--- src/rtl/core/egcd_pkg.sv ---
`timescale 1ns / 1ps

package egcd_pkg;

    // default operand width
    localparam int unsigned DATA_WIDTH_DEF = 32;

    typedef enum logic [0:0] {
        ST_IDLE,
        ST_RUN
    } egcd_state_t;

    // controller to datapath
    typedef struct packed {
        logic load;     // take new operands
        logic step;     // one reduction round
        logic capture;  // move the finished value into the result register
    } egcd_cmd_t;

    // datapath to controller
    typedef struct packed {
        logic done;     // one operand has reached zero
    } egcd_sts_t;

endpackage

--- src/rtl/core/egcd_ctrl.sv ---
`timescale 1ns / 1ps

module egcd_ctrl (
    input  logic               aclk,
    input  logic               aresetn,
    input  logic               s_valid,
    output logic               s_ready,
    output logic               m_valid,
    input  logic               m_ready,
    input  egcd_pkg::egcd_sts_t sts,
    output egcd_pkg::egcd_cmd_t cmd
);
    import egcd_pkg::*;

    egcd_state_t state_reg;
    egcd_state_t state_next;
    logic        out_valid_reg;
    logic        out_valid_next;

    // next state
    always_comb begin
        state_next = state_reg;
        case (state_reg)
            ST_IDLE: begin
                if (s_valid) begin
                    state_next = ST_RUN;
                end
            end
            ST_RUN: begin
                if (sts.done && (!out_valid_reg || m_ready)) begin
                    state_next = ST_IDLE;
                end
            end
            default: state_next = ST_IDLE;
        endcase
    end

    // outputs
    always_comb begin
        cmd     = '0;
        s_ready = 1'b0;
        case (state_reg)
            ST_IDLE: begin
                s_ready  = 1'b1;
                cmd.load = s_valid;
            end
            ST_RUN: begin
                cmd.step    = !sts.done;
                cmd.capture = sts.done && (!out_valid_reg || m_ready);
            end
            default: begin
                s_ready = 1'b0;
            end
        endcase
    end

    // result register stays full until its transfer
    always_comb begin
        out_valid_next = out_valid_reg;
        if (cmd.capture) begin
            out_valid_next = 1'b1;
        end else if (m_ready) begin
            out_valid_next = 1'b0;
        end
    end

    always_ff @(posedge aclk) begin
        if (!aresetn) begin
            state_reg     <= ST_IDLE;
            out_valid_reg <= 1'b0;
        end else begin
            state_reg     <= state_next;
            out_valid_reg <= out_valid_next;
        end
    end

    assign m_valid = out_valid_reg;

endmodule

--- src/rtl/core/egcd_dp.sv ---
`timescale 1ns / 1ps

module egcd_dp #(
    parameter int unsigned DATA_WIDTH = egcd_pkg::DATA_WIDTH_DEF
) (
    input  logic                    aclk,
    input  logic [DATA_WIDTH-1:0]   first_value,
    input  logic [DATA_WIDTH-1:0]   second_value,
    input  egcd_pkg::egcd_cmd_t     cmd,
    output egcd_pkg::egcd_sts_t     sts,
    output logic [DATA_WIDTH-1:0]   divisor
);
    import egcd_pkg::*;

    localparam int unsigned KW = $clog2(DATA_WIDTH);

    logic [DATA_WIDTH-1:0] a_reg, a_next;
    logic [DATA_WIDTH-1:0] b_reg, b_next;
    logic [KW-1:0]         k_reg, k_next;
    logic [DATA_WIDTH-1:0] res_reg;
    logic [DATA_WIDTH-1:0] diff_ab;
    logic [DATA_WIDTH-1:0] diff_ba;
    logic                  a_ge_b;

    assign a_ge_b  = (a_reg >= b_reg);
    assign diff_ab = a_reg - b_reg;
    assign diff_ba = b_reg - a_reg;

    // load new operands, or one binary gcd round: strip common twos, strip lone twos, or halve the difference
    always_comb begin
        a_next = a_reg;
        b_next = b_reg;
        k_next = k_reg;
        if (cmd.load) begin
            a_next = first_value;
            b_next = second_value;
            k_next = '0;
        end else if (cmd.step) begin
            if (!a_reg[0] && !b_reg[0]) begin
                a_next = a_reg >> 1;
                b_next = b_reg >> 1;
                k_next = k_reg + 1'b1;
            end else if (!a_reg[0]) begin
                a_next = a_reg >> 1;
            end else if (!b_reg[0]) begin
                b_next = b_reg >> 1;
            end else if (a_ge_b) begin
                a_next = diff_ab >> 1;
            end else begin
                b_next = diff_ba >> 1;
            end
        end
    end

    always_ff @(posedge aclk) begin
        a_reg <= a_next;
        b_reg <= b_next;
        k_reg <= k_next;
        if (cmd.capture) begin
            res_reg <= (a_reg | b_reg) << k_reg;
        end
    end

    assign sts.done = (a_reg == '0) || (b_reg == '0);
    assign divisor  = res_reg;

endmodule

--- src/rtl/core/euclid_gcd_top.sv ---
`timescale 1ns / 1ps

// channel   ports                                                 role
// s_        s_valid s_ready s_first_value s_second_value         operand pair in
// m_        m_valid m_ready m_divisor                            greatest common divisor out
//
// one operand pair at a time; an item runs the binary gcd loop in egcd_dp,
// one halving round per cycle until an operand reaches zero
// a zero operand returns the other one, two zeros return zero
// a new pair is taken while the previous result still waits in the output register
// a stalled result holds the loop in its last round until m_ready
// aresetn is synchronous, active low, and clears only the control state

module euclid_gcd_top #(
    parameter int unsigned DATA_WIDTH = egcd_pkg::DATA_WIDTH_DEF
) (
    input  logic                  aclk,
    input  logic                  aresetn,
    input  logic                  s_valid,
    output logic                  s_ready,
    input  logic [DATA_WIDTH-1:0] s_first_value,
    input  logic [DATA_WIDTH-1:0] s_second_value,
    output logic                  m_valid,
    input  logic                  m_ready,
    output logic [DATA_WIDTH-1:0] m_divisor
);
    import egcd_pkg::*;

    egcd_cmd_t cmd;
    egcd_sts_t sts;

    // state machine: accept, iterate, hand over to the output register
    egcd_ctrl u_ctrl (
        .aclk    (aclk),
        .aresetn (aresetn),
        .s_valid (s_valid),
        .s_ready (s_ready),
        .m_valid (m_valid),
        .m_ready (m_ready),
        .sts     (sts),
        .cmd     (cmd)
    );

    // operand registers, twos count and result register
    egcd_dp #(
        .DATA_WIDTH (DATA_WIDTH)
    ) u_dp (
        .aclk         (aclk),
        .first_value  (s_first_value),
        .second_value (s_second_value),
        .cmd          (cmd),
        .sts          (sts),
        .divisor      (m_divisor)
    );

    // busy right after an input transfer
    a_busy_after_load: assert property (@(posedge aclk) disable iff (!aresetn)
        (s_valid && s_ready) |=> !s_ready)
        else $error("input taken while busy");

    // results only leave a finished loop
    a_capture_done: assert property (@(posedge aclk) disable iff (!aresetn)
        cmd.capture |-> sts.done)
        else $error("result captured before the loop finished");

    // load and round never overlap
    a_load_step: assert property (@(posedge aclk) disable iff (!aresetn)
        !(cmd.load && cmd.step))
        else $error("load and step in the same cycle");

    // a capture always shows up on the output
    a_capture_valid: assert property (@(posedge aclk) disable iff (!aresetn)
        cmd.capture |=> m_valid)
        else $error("captured result not presented");

endmodule
--- config.mk ---
export PLATFORM = sky130hd
export DESIGN_NAME = euclid_gcd_top
export DESIGN_NICKNAME = d
export VERILOG_FILES = /design/src/rtl/core/egcd_pkg.sv /design/src/rtl/core/egcd_ctrl.sv /design/src/rtl/core/egcd_dp.sv /design/src/rtl/core/euclid_gcd_top.sv
export SDC_FILE = /design/constraint.sdc
export NUM_CORES = 1
export LEC_CHECK = 0
export BUFFER_PORTS_ARGS = -buffer_cell sky130_fd_sc_hd__clkbuf_2
export CAP_MARGIN = 20
export CORE_MARGIN = 2
export CORE_UTILIZATION = 25
export DETAILED_ROUTE_END_ITERATION = 7
export REMOVE_ABC_BUFFERS = 1
export SLEW_MARGIN = 20
export SYNTH_ARGS = -nofsm -noshare
export SYNTH_HDL_FRONTEND = slang
export SYNTH_SLANG_ARGS = --single-unit
--- constraint.sdc ---
create_clock -name aclk -period 4.71 [get_ports aclk]
set_input_delay 0.471 -clock aclk [delete_from_list [all_inputs] [get_ports aclk]]
set_output_delay 0.471 -clock aclk [all_outputs]
set_load 0.02 [all_outputs]
Yosys cells after proc, flatten, opt, wreduce, memory -nomap -nowiden
Cells that the tools add are included.
{"block": "totals", "regBits": 103, "inputBits": 68, "output_inout_bits": 34, "elab_cells": 55}
{"block": "op_classes", "add_sub_neg": 3, "n_lt_le_gt_ge": 1, "n_eq_ne": 3, "n_shift": 1, "mux": 20, "n_bitwise": 2, "n_reduce_logical": 17}
{"operator": "2-to-1 mux 32 bit", "n": 12}
{"operator": "zero test 32 bit", "n": 2}
{"operator": "subtractor 32 bit", "n": 2}
{"operator": ">= comparator 32 bit", "n": 1}
{"operator": "bitwise OR 32 bit", "n": 1}
{"operator": "<< shifter 32 x 5 -> 32 bit", "n": 1}
{"operator": "!= test 4 bit (second input constant)", "n": 3}
{"operator": "2-to-1 mux 1 bit", "n": 6}
{"operator": "AND reduction 3 bit", "n": 2}
{"operator": "adder 5 x 1 -> 5 bit (second input constant)", "n": 1}
{"operator": "zero test 1 bit", "n": 4}
{"operator": "AND reduction 2 bit", "n": 2}
{"operator": "nonzero test 2 bit", "n": 2}
{"operator": "nonzero test 3 bit", "n": 1}
{"operator": "logical AND 1 bit", "n": 2}
{"operator": "logical OR 1 bit", "n": 2}
{"operator": "2-to-1 mux 2 bit", "n": 1}
{"operator": "case mux 1 bit (2 select lines)", "n": 1}
{"operator": "NOT 1 bit", "n": 1}

Longest topological paths before layout
Gate-level depths: netlist of the first run.
{"block": "depth", "depth_word": 7, "depth_mapped": 13, "ltp_nobuf": 12}

By module
A second synthesis of the first run with hierarchy kept.
{"block": "hier_totals", "hier_cells": 1185, "area_unflattened_um2": 10296.1}
{"module": "egcd_dp", "n_inst": 1, "cells_each": 1173, "area_per_inst_um2": 10188.5, "seq_area_each_um2": 2982.9}
{"module": "egcd_ctrl", "n_inst": 1, "cells_each": 12, "area_per_inst_um2": 107.6, "seq_area_each_um2": 40.0}

Worst setup path before layout of the first run
No wires, ideal clock.
{"block": "synth_path", "kind": "register to register", "startpoint": "register u_dp.a_reg[0]", "endpoint": "register u_dp.a_reg[10] (enable)", "setup_time_ns": 0.462, "arrival_ns": 4.435, "t_required_ns": 4.248, "path_slack_ns": -0.187, "path_stages_with_launch": 13, "n_path_buf": 0, "period_less_slack_ns": 4.897, "cell_sequence": "edfxtp_1 > inv_1 > ha_1 > fa_1 > nor2_1 > o21ai_1 > a311o_1 > a21o_1 > a31oi_1 > a21oi_1 > a21oi_1 > nor2_1 > o21ai_0"}
{"block": "synth_via", "elab_chain_len": 6, "elab_cells_between_ends": 11, "cone_classes": "order compare: 1; eq/ne: 2; mux: 1; reduce/logical: 7"}
{"item": "start, declared", "line": "egcd_dp.sv:17", "rtl": "logic [DATA_WIDTH-1:0] a_reg, a_next;"}
{"item": "start signal, assigned", "line": "egcd_dp.sv:56", "rtl": "a_reg <= a_next;"}
{"item": "branches (longest 5 deep; another with >= comparator 32 bit)"}
{"item": "AND reduction 3 bit (no source line) (*)"}
Every way passes the cells marked *.
A chain may end at the register's enable or synchronous reset.

Final worst setup path of the first run
{"block": "layout_path", "startpoint": "register u_dp.a_reg[0]", "endpoint": "register u_dp.b_reg[19], data pin"}
{"block": "layout_via", "elab_chain_len": 7, "elab_cells_between_ends": 9, "cone_classes": "add/sub: 1; mux: 6; reduce/logical: 2"}
{"item": "subtractor 32 bit", "line": "egcd_dp.sv:27", "rtl": "assign diff_ba = b_reg - a_reg;"}
{"item": "2-to-1 mux 32 bit", "line": "egcd_dp.sv:47", "rtl": "end else if (a_ge_b) begin"}
{"item": "2-to-1 mux 32 bit", "line": "egcd_dp.sv:45", "rtl": "end else if (!b_reg[0]) begin"}
{"item": "2-to-1 mux 32 bit", "line": "egcd_dp.sv:43", "rtl": "end else if (!a_reg[0]) begin"}
{"item": "2-to-1 mux 32 bit (*)", "line": "egcd_dp.sv:39", "rtl": "if (!a_reg[0] && !b_reg[0]) begin"}
{"item": "2-to-1 mux 32 bit (*)", "line": "egcd_dp.sv:38", "rtl": "end else if (cmd.step) begin"}
{"item": "2-to-1 mux 32 bit (*)", "line": "egcd_dp.sv:34", "rtl": "if (cmd.load) begin"}
{"item": "named net u_dp.b_next[19]", "line": "egcd_dp.sv:18", "rtl": "logic [DATA_WIDTH-1:0] b_reg, b_next;"}
{"item": "end signal, assigned", "line": "egcd_dp.sv:57", "rtl": "b_reg <= b_next;"}
{"item": "end, declared", "line": "egcd_dp.sv:18"}
The timed path passes the listed nets; every way through them passes the cells marked *. The select of a mux whose other input is x is not followed.

==> metrics.md, run 1 <==
| Metric | Value |
|---|---|
| Hold path depth | 3 |
| Compound-Gate Fraction of Synth Area | 21.6% |
| Slew margin rel. | 38.1% |
| Most common cell after layout, fill and taps aside | nor2_1 |
| Post-synthesis mux area share | 7.83% |
| Crit Path Class | reg2reg |
| Core area | 38900 µm² |
| Unique masters post-synth | 67 |
| IO Pins | 102 |
| Instance count of the mapped netlist | 1134 |
| Count of final max-slew check failures | 0 |
| Outcome | finished clean |
| Vias per std cell | 5.24 |
| Combinational family with the most area after synthesis | compound AO/OA/AOI/OAI gates |
| Post-synth EDFFs | 96 |
| Crit path from | u_dp.a_reg[0] |
| CP delay by family, top | compound AO/OA/AOI/OAI gates |
| Synth area leader | edfxtp_1 |
| Non-Filler Instances | 1711 |
| Pre-antenna DRT Iters | 8 |
| DP HPWL | 27.1 mm |
| Vias in the first global route | 8571 |
| Most used cell, CP | nor2_1 |
| Adder-cell share of the synthesized area | 12.6% |
| Worst EP arrival | 4.14 ns |
| Hold Path Class | in2reg |
| Synthesized cell area | 9910 µm² |
| Leading post-synthesis cells by cell area | edfxtp_1, ha_1, nor2_1 |
| Worst Path Max Fanout | 17 |
| CTS max path bufs | 2 |
| Total gr overflow | 0 |
| Clock tree root driver cell | clkbuf_16 |
| Asr flop ratio synth | 0% |
| Post-route ant nets | 0 |
| Skew final | 0.0202 ns |
| Filler cells | 4192 |
| Layout cells sized above 1 | 15.7% |
| Register Area | 3020 µm² |
| Pwr per Cell Area | 530 nW/µm² |
| Routed length per placed instance | 20.2 µm |
| Final worst path period need | 4.01 ns |
| Placed cells | 1695 |
| Vias | 8974 |
| Row cnt | 72 |
| Clock-pin slew on the worst setup and hold paths | 0.09 ns |
| H-tree Lvls | 3 |
| Fmax | 249 MHz |
| GPL Wtd Cong | 0.978 |
| Height of the chip | 203 µm |
| Post-Route WL | 34.6 mm |
| Post-DP Area | 10900 µm² |
| Multi-input gate area | 6220 µm² |
| Area grow syn2layout | 13.1% |
| Starting Density | 25.5% |
| Worst path buffer plus inverter count | 2 |
| Layout Nets | 1355 |
| R2r setup slk | 0.70 ns |
| Hold path startpoint | aresetn |
| Yosys reg bits | 103 |
| Register area share after synthesis | 30.5% |
| Max-Cap Viols | 0 |
| Total stage count of the critical path | 13 |
| Share of the synthesized area in the top cell type | 29.1% |
| Gr usage total | 16.4% |
| Die area | 41300 µm² |
| Commonest non-fill, non-tap cells in the layout | nor2_1, inv_1, clkbuf_2, ha_1, edfxtp_1 |
| Post-synthesis xor/xnor area fraction | 5.66% |
| # setup viols final | 0 |
| Mean Syn Cell Area | 8.74 µm² |
| Worst R2R Start | u_dp.a_reg[0] |
| Post-CTS Resized | 0 |
| Leak pwr | 0.00446 µW |
| RSZ-0062 raised after global routing | no |
| WP data required | 4.83 ns |
| Setup Buffers After CTS | 0 |
| DRT iter0 DRCs | 903 |
| CTS Hold Buffers Added | 0 |
| Largest net degree at the start of global routing | 54 |
| Clk_lat worst skew | 0.39 ns |
| CP max-delay cell | edfxtp_1 |
| # DRC | 0 |
| Post-synthesis simple-gate area fraction | 14.8% |
| CP Cell Sequence | inv_1 -> ha_1 -> fa_1 -> nor2_1 -> o21ai_1 -> a311o_1 -> a21o_1 -> a31oi_1 -> a21o_1 -> nor2_1 -> buf_4 -> a221oi_1 -> nor2_1 |
| Top_reg_cell synth | edfxtp_1 |
| Slew @ Worst Pin | 0.928 ns |
| Synth Warn # | 0 |
| Part of the cycle the worst path needs | 85.2% |
| Crit path capture type | flop |
| Antenna violations before repair | 1 |
| First-pass GRT wire length | 51.5 mm |
| R2R cell count | 13 |
| Clock Sinks | 103 |
| Final hold vios | 0 |
| Startpoint types | flop |
| Ant. Diodes | 0 |
| DIE WIDTH | 203 µm |
| TritonCTS Buffers | 9 |
| Cell area after layout | 11200 µm² |
| Peak supply drop | 0.205 mV |
| CTS tree | built |
| IO buf count | 101 |
| CP max stage delay | 0.59 ns |
cells by family after synthesis:
group,after synthesis
AND/OR/NAND/NOR,318
multiplexers,58
adder cells (fa/ha/maj),99
AO/OA/AOI/OAI,315
buffers and inverters,177
XOR/XNOR,64
flip-flops,103
metal layers:
metal  track usage (%)  up-vias  wire length, µm
met4              5.14        4              895
met1              22.3     4276            15100
met5              1.55        -              103
met2              25.3      411            15500
li1                  -     4218                -
met3              4.09       65             3000
synth_stat cells, types with 16 or more instances:
master,instances
o21ai_0,41
o31ai_1,16
buf_2,18
a22oi_1,19
a21oi_1,92
a211oi_1,16
clkbuf_1,46
edfxtp_1,96
nand2_1,40
ha_1,97
xnor2_1,58
nor3_1,16
nor2b_1,18
nor2_1,169
inv_1,104
a221oi_1,45
mux2i_1,28
mux2_2,16
o21bai_1,21
nor4_1,30
metrics by stage:
step           util [%]  hold slack, ns  TNS (ns)  setup slack [ns]  total power [µW]
2_1_floorplan         -           0.492     -5.76            -0.186              3990
3_3_place_gp       28.0           0.548         0             0.807              5050
3_5_place_dp       28.0           0.534         0             0.835              5030
4_1_cts            28.8           0.302         0             0.796              5870
5_1_grt            28.8           0.320         0             0.553              6300
6_report           28.8           0.311         0             0.696              5940
worst paths after layout:
check                     end
max reg2reg    u_dp.b_reg[19]
min          u_ctrl.state_reg
min reg2reg    u_ctrl.m_valid
max            u_dp.b_reg[19]
tightest hold or removal path, delay by kind of cell:
family / cells / cell delay, ns
and+or+nand+nor: 1 / 0.04
AOI/OAI and AO/OA: 1 / 0.06
buffers and inverters: 1 / 0.08
power by group:
| part | total [µW] | internal [µW] | switching (µW) |
|---|---|---|---|
| logic | 3650 | 1390 | 2260 |
| registers | 1470 | 1250 | 218 |
| clock network | 826 | 387 | 439 |
| total | 5940 | 3020 | 2920 |
area by class of cell:
class                           count  share of cell area [%]
Tap cell                          518                    5.78
Clock buffer                        9                    2.01
Multi-Input combinational cell    854                    55.5
Sequential cell                   103                    27.0
Clock inverter                      7                   0.815
Timing Repair Buffer              115                    5.45
Inverter                          105                    3.52
Power figures use the tool's default switching activity.
==> run 2, diff against run 1 <==
==> constraint.sdc (replaced) <==
create_clock -name aclk -period 3.9 [get_ports aclk]
set_input_delay 0.39 -clock aclk [delete_from_list [all_inputs] [get_ports aclk]]
set_output_delay 0.39 -clock aclk [all_outputs]
set_load 0.02 [all_outputs]
==> run 2 against run 1 <==
Core utilization is 0.63 points higher. Critical path depth stayed put. Sequential power is 18% higher. First-iteration DRC count is 26% lower. Final area is 2.2% higher. Flip-flop and latch count stayed put. Combinational power is 28% higher. Worst setup slack worse by 0.57 ns. Hold slack worse by 0.072 ns. Non-clock buffer count is 31 higher. Wire length is 3.0% higher. Clock power is 19% higher. Largest cell class unchanged.
==> metrics.md, run 2 (same netlist as run 1, synthesis figures left out) <==
| Metric | Value |
|---|---|
| Antenna violations before repair | 1 |
| Crit Path Class | reg2reg |
| Peak supply drop | 0.275 mV |
| IO buf count | 101 |
| Hold path startpoint | aresetn |
| Most used routing layer in global routing | met2 |
| Starting Density | 25.5% |
| Outcome | finished clean |
| Setup Buffers After CTS | 0 |
| Ant. Diodes | 0 |
| Fmax | 265 MHz |
| Row cnt | 72 |
| RSZ-0062 raised after global routing | no |
| Worst R2R Start | u_dp.a_reg[0] |
| TritonCTS Buffers | 9 |
| Core area | 38900 µm² |
| Final worst path period need | 3.78 ns |
| Largest net degree at the start of global routing | 44 |
| Clock Sinks | 103 |
| Post-DP Area | 11100 µm² |
| H-tree Lvls | 3 |
| Slew @ Worst Pin | 1.14 ns |
| Clk_lat worst skew | 0.39 ns |
| Met2 usage | 26.7% |
| M3 GR Usage | 3.39% |
| CP max stage delay | 0.49 ns |
| Count of final max-slew check failures | 0 |
| Met1 GRT Util | 23.8% |
| Routed length per placed instance | 20.5 µm |
| DIE WIDTH | 203 µm |
| Skew final | 0.0217 ns |
| Gr usage total | 17.2% |
| DP HPWL | 28.9 mm |
| Slew margin rel. | 24.1% |
| Max-Cap Viols | 0 |
| CP max-delay cell | edfxtp_1 |
| CTS max path bufs | 2 |
| Die area | 41300 µm² |
| CTS Hold Buffers Added | 0 |
| Part of the cycle the worst path needs | 96.8% |
| Final hold vios | 0 |
| Startpoint types | flop |
| Clock tree root driver cell | clkbuf_16 |
| GPL Wtd Cong | 0.957 |
| Hold Path Class | in2reg |
| Layout cells sized above 1 | 17.8% |
| First-pass GRT wire length | 53.7 mm |
| # DRC | 0 |
| Vias | 8995 |
| Most used cell, CP | nor2_1 |
| Post-CTS Resized | 0 |
| CP Cell Sequence | inv_1 -> ha_1 -> fa_1 -> nor2_1 -> o21ai_1 -> a311o_1 -> a21o_1 -> a31oi_1 -> a21o_1 -> nor2_1 -> buf_4 -> a221oi_1 -> nor2_1 |
| Total gr overflow | 0 |
| Leak pwr | 0.00462 µW |
| Vias in the first global route | 8751 |
| DRT iter0 DRCs | 664 |
| CTS tree | built |
| Pwr per Cell Area | 645 nW/µm² |
| Crit path from | u_dp.a_reg[0] |
| Area grow syn2layout | 15.6% |
| Worst Path Max Fanout | 15 |
| Height of the chip | 203 µm |
| Worst EP arrival | 3.89 ns |
| Vias per std cell | 5.16 |
| Non-Filler Instances | 1742 |
| Worst path buffer plus inverter count | 2 |
| Crit path capture type | flop |
| IO Pins | 102 |
| Power Total | 7390 µW |
| Layout Nets | 1386 |
| Pre-antenna DRT Iters | 6 |
| Clock-pin slew on the worst setup and hold paths | 0.09 ns |
| Commonest non-fill, non-tap cells in the layout | nor2_1, inv_1, clkbuf_2, ha_1, edfxtp_1 |
| Most common cell after layout, fill and taps aside | nor2_1 |
| CP delay by family, top | compound AO/OA/AOI/OAI gates |
| # setup viols final | 0 |
| WP data required | 4.01 ns |
| Post-route ant nets | 0 |
| Placed cells | 1726 |
| Cell area after layout | 11500 µm² |
| Post-Route WL | 35.6 mm |
run 2: changes by cell type in the layout (fill, tap and decap cells not counted), sizes merged:
cell | before | now
clkinv | 4 | 5
inv | 108 | 107
buf | 14 | 45
run 2: metal layers:
layer	vias to the layer above	share of wire, %	wire length (µm)
li1	4285	-	-
met1	4340	46	16500
met2	310	44	15700
met3	60	6.3	2260
met4	0	3.4	1190
met5	-	0	0
run 2: worst paths after layout:
check	endpoint	slack [ns]	depth (start not counted)
worst min-delay path	u_ctrl.m_valid	0.24	2
worst min register to register	u_ctrl.m_valid	0.54	2
worst max-delay path	u_dp.b_reg[14]	0.12	13
worst max register to register	u_dp.b_reg[14]	0.12	13
run 2: cell type report:
| type | count | area (µm²) |
|---|---|---|
| fill | 4206 | 27500 |
| multi-input combinational | 854 | 6220 |
| sequential | 103 | 3030 |
| timing repair buffer | 146 | 856 |
| tap | 518 | 648 |
| inverter | 105 | 394 |
| clock buffer | 9 | 225 |
| clock inverter | 7 | 93.8 |
run 2: through the flow:
stage	TNS (ns)	util [%]	setup WS, ns	hold slack, ns
global placement	0	28.6	0.256	0.567
CTS	0	29.4	0.218	0.231
detailed placement	0	28.6	0.238	0.566
floorplan	-45.42	-	-0.996	0.492
global route	0	29.4	0.0143	0.230
finish	0	29.4	0.124	0.238
run 2: report_power, final:
group          leakage, µW  total [µW]  internal [µW]  switching, µW
Sequential        0.000972        1740           1500            238
Clock             0.000154         987            466            522
Combinational      0.00350        4660           1820           2840
Total              0.00462        7390           3790           3600
==> run 3, diff against run 2 <==
--- a/config.mk
+++ b/config.mk
@@ -14,4 +14,5 @@
 export SLEW_MARGIN = 20
 export SYNTH_ARGS = -nofsm -noshare
 export SYNTH_HDL_FRONTEND = slang
+export SYNTH_HIERARCHICAL = 1
 export SYNTH_SLANG_ARGS = --single-unit
==> run 3 against run 2 <==
Hold slack hardly changed. Critical endpoint is now u_dp/a_reg[24]. Critical path depth stayed put. Final area rose by 3.5%. Cell count up 3.7%. Synthesized cell count rose by 4.5%. Sequential share of layout area down 0.89 points. Combinational power increased by 9.4%. Core utilization down 0.34 points. First-iteration DRC count grew 9.0%.
==> metrics.md, run 3 <==
| Metric | Value |
|---|---|
| Outcome | finished clean |
| Fmax | 275 MHz |
| Area grow syn2layout | 15.1% |
| Starting Density | 25.3% |
| Leak pwr | 0.00484 µW |
| Largest net degree at the start of global routing | 128 |
| Clock-pin slew on the worst setup and hold paths | 0.09 ns |
| Hold Path Class | in2reg |
| Skew final | 0.0164 ns |
| Startpoint types | flop |
| TritonCTS Buffers | 9 |
| Core area | 40700 µm² |
| DIE WIDTH | 207 µm |
| Asr flop ratio synth | 0% |
| Yosys reg bits | 103 |
| Layout cells sized above 1 | 18.1% |
| Layout Nets | 1436 |
| Antenna violations before repair | 2 |
| Vias | 9418 |
| Pre-antenna DRT Iters | 5 |
| Post-route ant nets | 0 |
| CTS Hold Buffers Added | 0 |
| Clock tree root driver cell | clkbuf_16 |
| Pwr per Cell Area | 661 nW/µm² |
| Total gr overflow | 0 |
| Worst path buffer plus inverter count | 2 |
| Worst EP arrival | 3.67 ns |
| Max-Cap Viols | 0 |
| Routed length per placed instance | 20.6 µm |
| CP Cell Sequence | inv_1 -> ha_1 -> fa_1 -> nor2_1 -> o211ai_1 -> a31oi_1 -> nor2_1 -> o2111a_1 -> o221ai_2 -> nor2_1 -> nor2_1 -> o31a_1 -> buf_4 |
| DP HPWL | 29.2 mm |
| Part of the cycle the worst path needs | 93.1% |
| First-pass GRT wire length | 55.5 mm |
| Synthesized cell area | 10300 µm² |
| Row cnt | 74 |
| Clk_lat worst skew | 0.39 ns |
| Count of final max-slew check failures | 0 |
| CTS max path bufs | 2 |
| Final hold vios | 0 |
| IO Pins | 102 |
| Most common cell after layout, fill and taps aside | inv_1 |
| Crit path capture type | flop |
| DRT iter0 DRCs | 724 |
| Post-DP Area | 11500 µm² |
| Synth top cells by count | inv_1, a21oi_1, nor2_1 |
| WP data required | 3.94 ns |
| Die area | 42800 µm² |
| Cell area after layout | 11900 µm² |
| Hold path startpoint | aresetn |
| Share of the synthesized area in the top cell type | 28.0% |
| Instance count of the mapped netlist | 1185 |
| Slew @ Worst Pin | 1.06 ns |
| Mean Syn Cell Area | 8.69 µm² |
| IO buf count | 101 |
| Register area share after synthesis | 29.4% |
| Peak supply drop | 0.237 mV |
| Gr usage total | 17.4% |
| CP max stage delay | 0.43 ns |
| # setup viols final | 0 |
| Height of the chip | 207 µm |
| Worst Path Max Fanout | 20 |
| H-tree Lvls | 3 |
| Post-synth EDFFs | 96 |
| RSZ-0062 raised after global routing | no |
| Synth Warn # | 6 |
| CP delay by family, top | compound AO/OA/AOI/OAI gates |
| Top_reg_cell synth | edfxtp_1 |
| Crit path from | u_dp/a_reg[0] |
| Clock Sinks | 103 |
| CP max-delay cell | edfxtp_1 |
| GPL Wtd Cong | 0.977 |
| Crit Path Class | reg2reg |
| Post-layout util | 29.1% |
| Synth area leader | edfxtp_1 |
| Slew margin rel. | 29.4% |
| Vias in the first global route | 9121 |
| Cell with the most instances after synthesis | inv_1 |
| Commonest non-fill, non-tap cells in the layout | inv_1, a21oi_1, nor2_1, clkbuf_2, ha_1 |
| Vias per std cell | 5.21 |
| Unique masters post-synth | 75 |
| Leading post-synthesis cells by cell area | edfxtp_1, ha_1, a21oi_1 |
| Final worst path period need | 3.63 ns |
| Worst R2R Start | u_dp/a_reg[0] |
| # DRC | 0 |
| Post-Route WL | 37.3 mm |
| Most used cell, CP | nor2_1 |
| CTS tree | built |
==> run 3: changes by cell type after synthesis, moves of 7 or more <==
| cell | delta |
|---|---|
| o21bai_1 | -7 |
| o211ai_1 | +10 |
| nand3_1 | +10 |
| nor2_1 | -61 |
| a21oi_1 | +42 |
| a22oi_1 | -8 |
| a221oi_1 | -11 |
| inv_1 | +32 |
| nand2_1 | +17 |
==> run 3: worst paths after layout <==
kind	end	slack (ns)	cells past startpoint
max	u_dp/a_reg[24]	0.27	13
min	u_ctrl/state_reg	0.24	3
max reg2reg	u_dp/a_reg[24]	0.27	13
min reg2reg	u_ctrl/m_valid	0.51	2
==> run 3: per-stage QoR <==
stage | total power (µW) | worst slack [ns] | hold WS [ns] | setup TNS, ns | cells
2_1_floorplan | 5090 | -3.11 | 0.464 | -268.33 | 1107
3_3_place_gp | 6740 | 0.247 | 0.494 | 0 | 1784
3_5_place_dp | 6720 | 0.128 | 0.501 | 0 | 1784
4_1_cts | 7710 | 0.0623 | 0.233 | 0 | 1800
5_1_grt | 8360 | 0.0854 | 0.261 | 0 | 1806
6_report | 7830 | 0.269 | 0.239 | 0 | 1807
==> run 3: per-layer routing <==
metal	wire length [µm]	share of wire, %	global-route usage, %	vias to the layer above
met5	13	0.035	0	-
met4	969	2.6	5.52	2
met3	3090	8.3	4.08	57
met2	17100	46	28.0	376
met1	16100	43	23.0	4530
li1	-	-	-	4453
==> run 3: layout make-up <==
cell class | count | area, µm²
inverters | 138 | 518
clock inverters | 7 | 72.6
clock buffers | 9 | 225
flip-flops and latches | 103 | 3020
fillers | 4370 | 28900
diodes | 1 | 2.50
repair buffers | 150 | 923
well taps | 532 | 666
multi-input cells | 867 | 6420
==> run 3: power by group <==
part	internal, µW	switching [µW]
clock	455	507
sequential	1520	250
combinational	1970	3130
total	3940	3890
==> run 3: what timing repair did <==
item                                    4_1_cts  5_1_grt
buffers inserted                              0        5
resized for setup                             0        2
endpoints found under the setup margin        0       26
==> run 3: cells by family (layout without fill, tap and decap cells) <==
logic type               Yosys count  count (layout)  share of synthesized area [%]
AO/OA/AOI/OAI                    351             351                           22.7
AND/OR/NAND/NOR                  296             297                           14.4
buffers and inverters            216             304                           8.53
flip-flops                       103             103                           29.4
adder cells (fa/ha/maj)           99              99                           12.2
XOR/XNOR                          62              62                           5.27
multiplexers                      58              58                           7.53
other                              0               1                              0
==> run 3: worst min-delay path, delay by kind of cell <==
kind / cells / cell delay (ns)
buffers and inverters: 1 / 0.09
AO/OA/AOI/OAI: 2 / 0.11
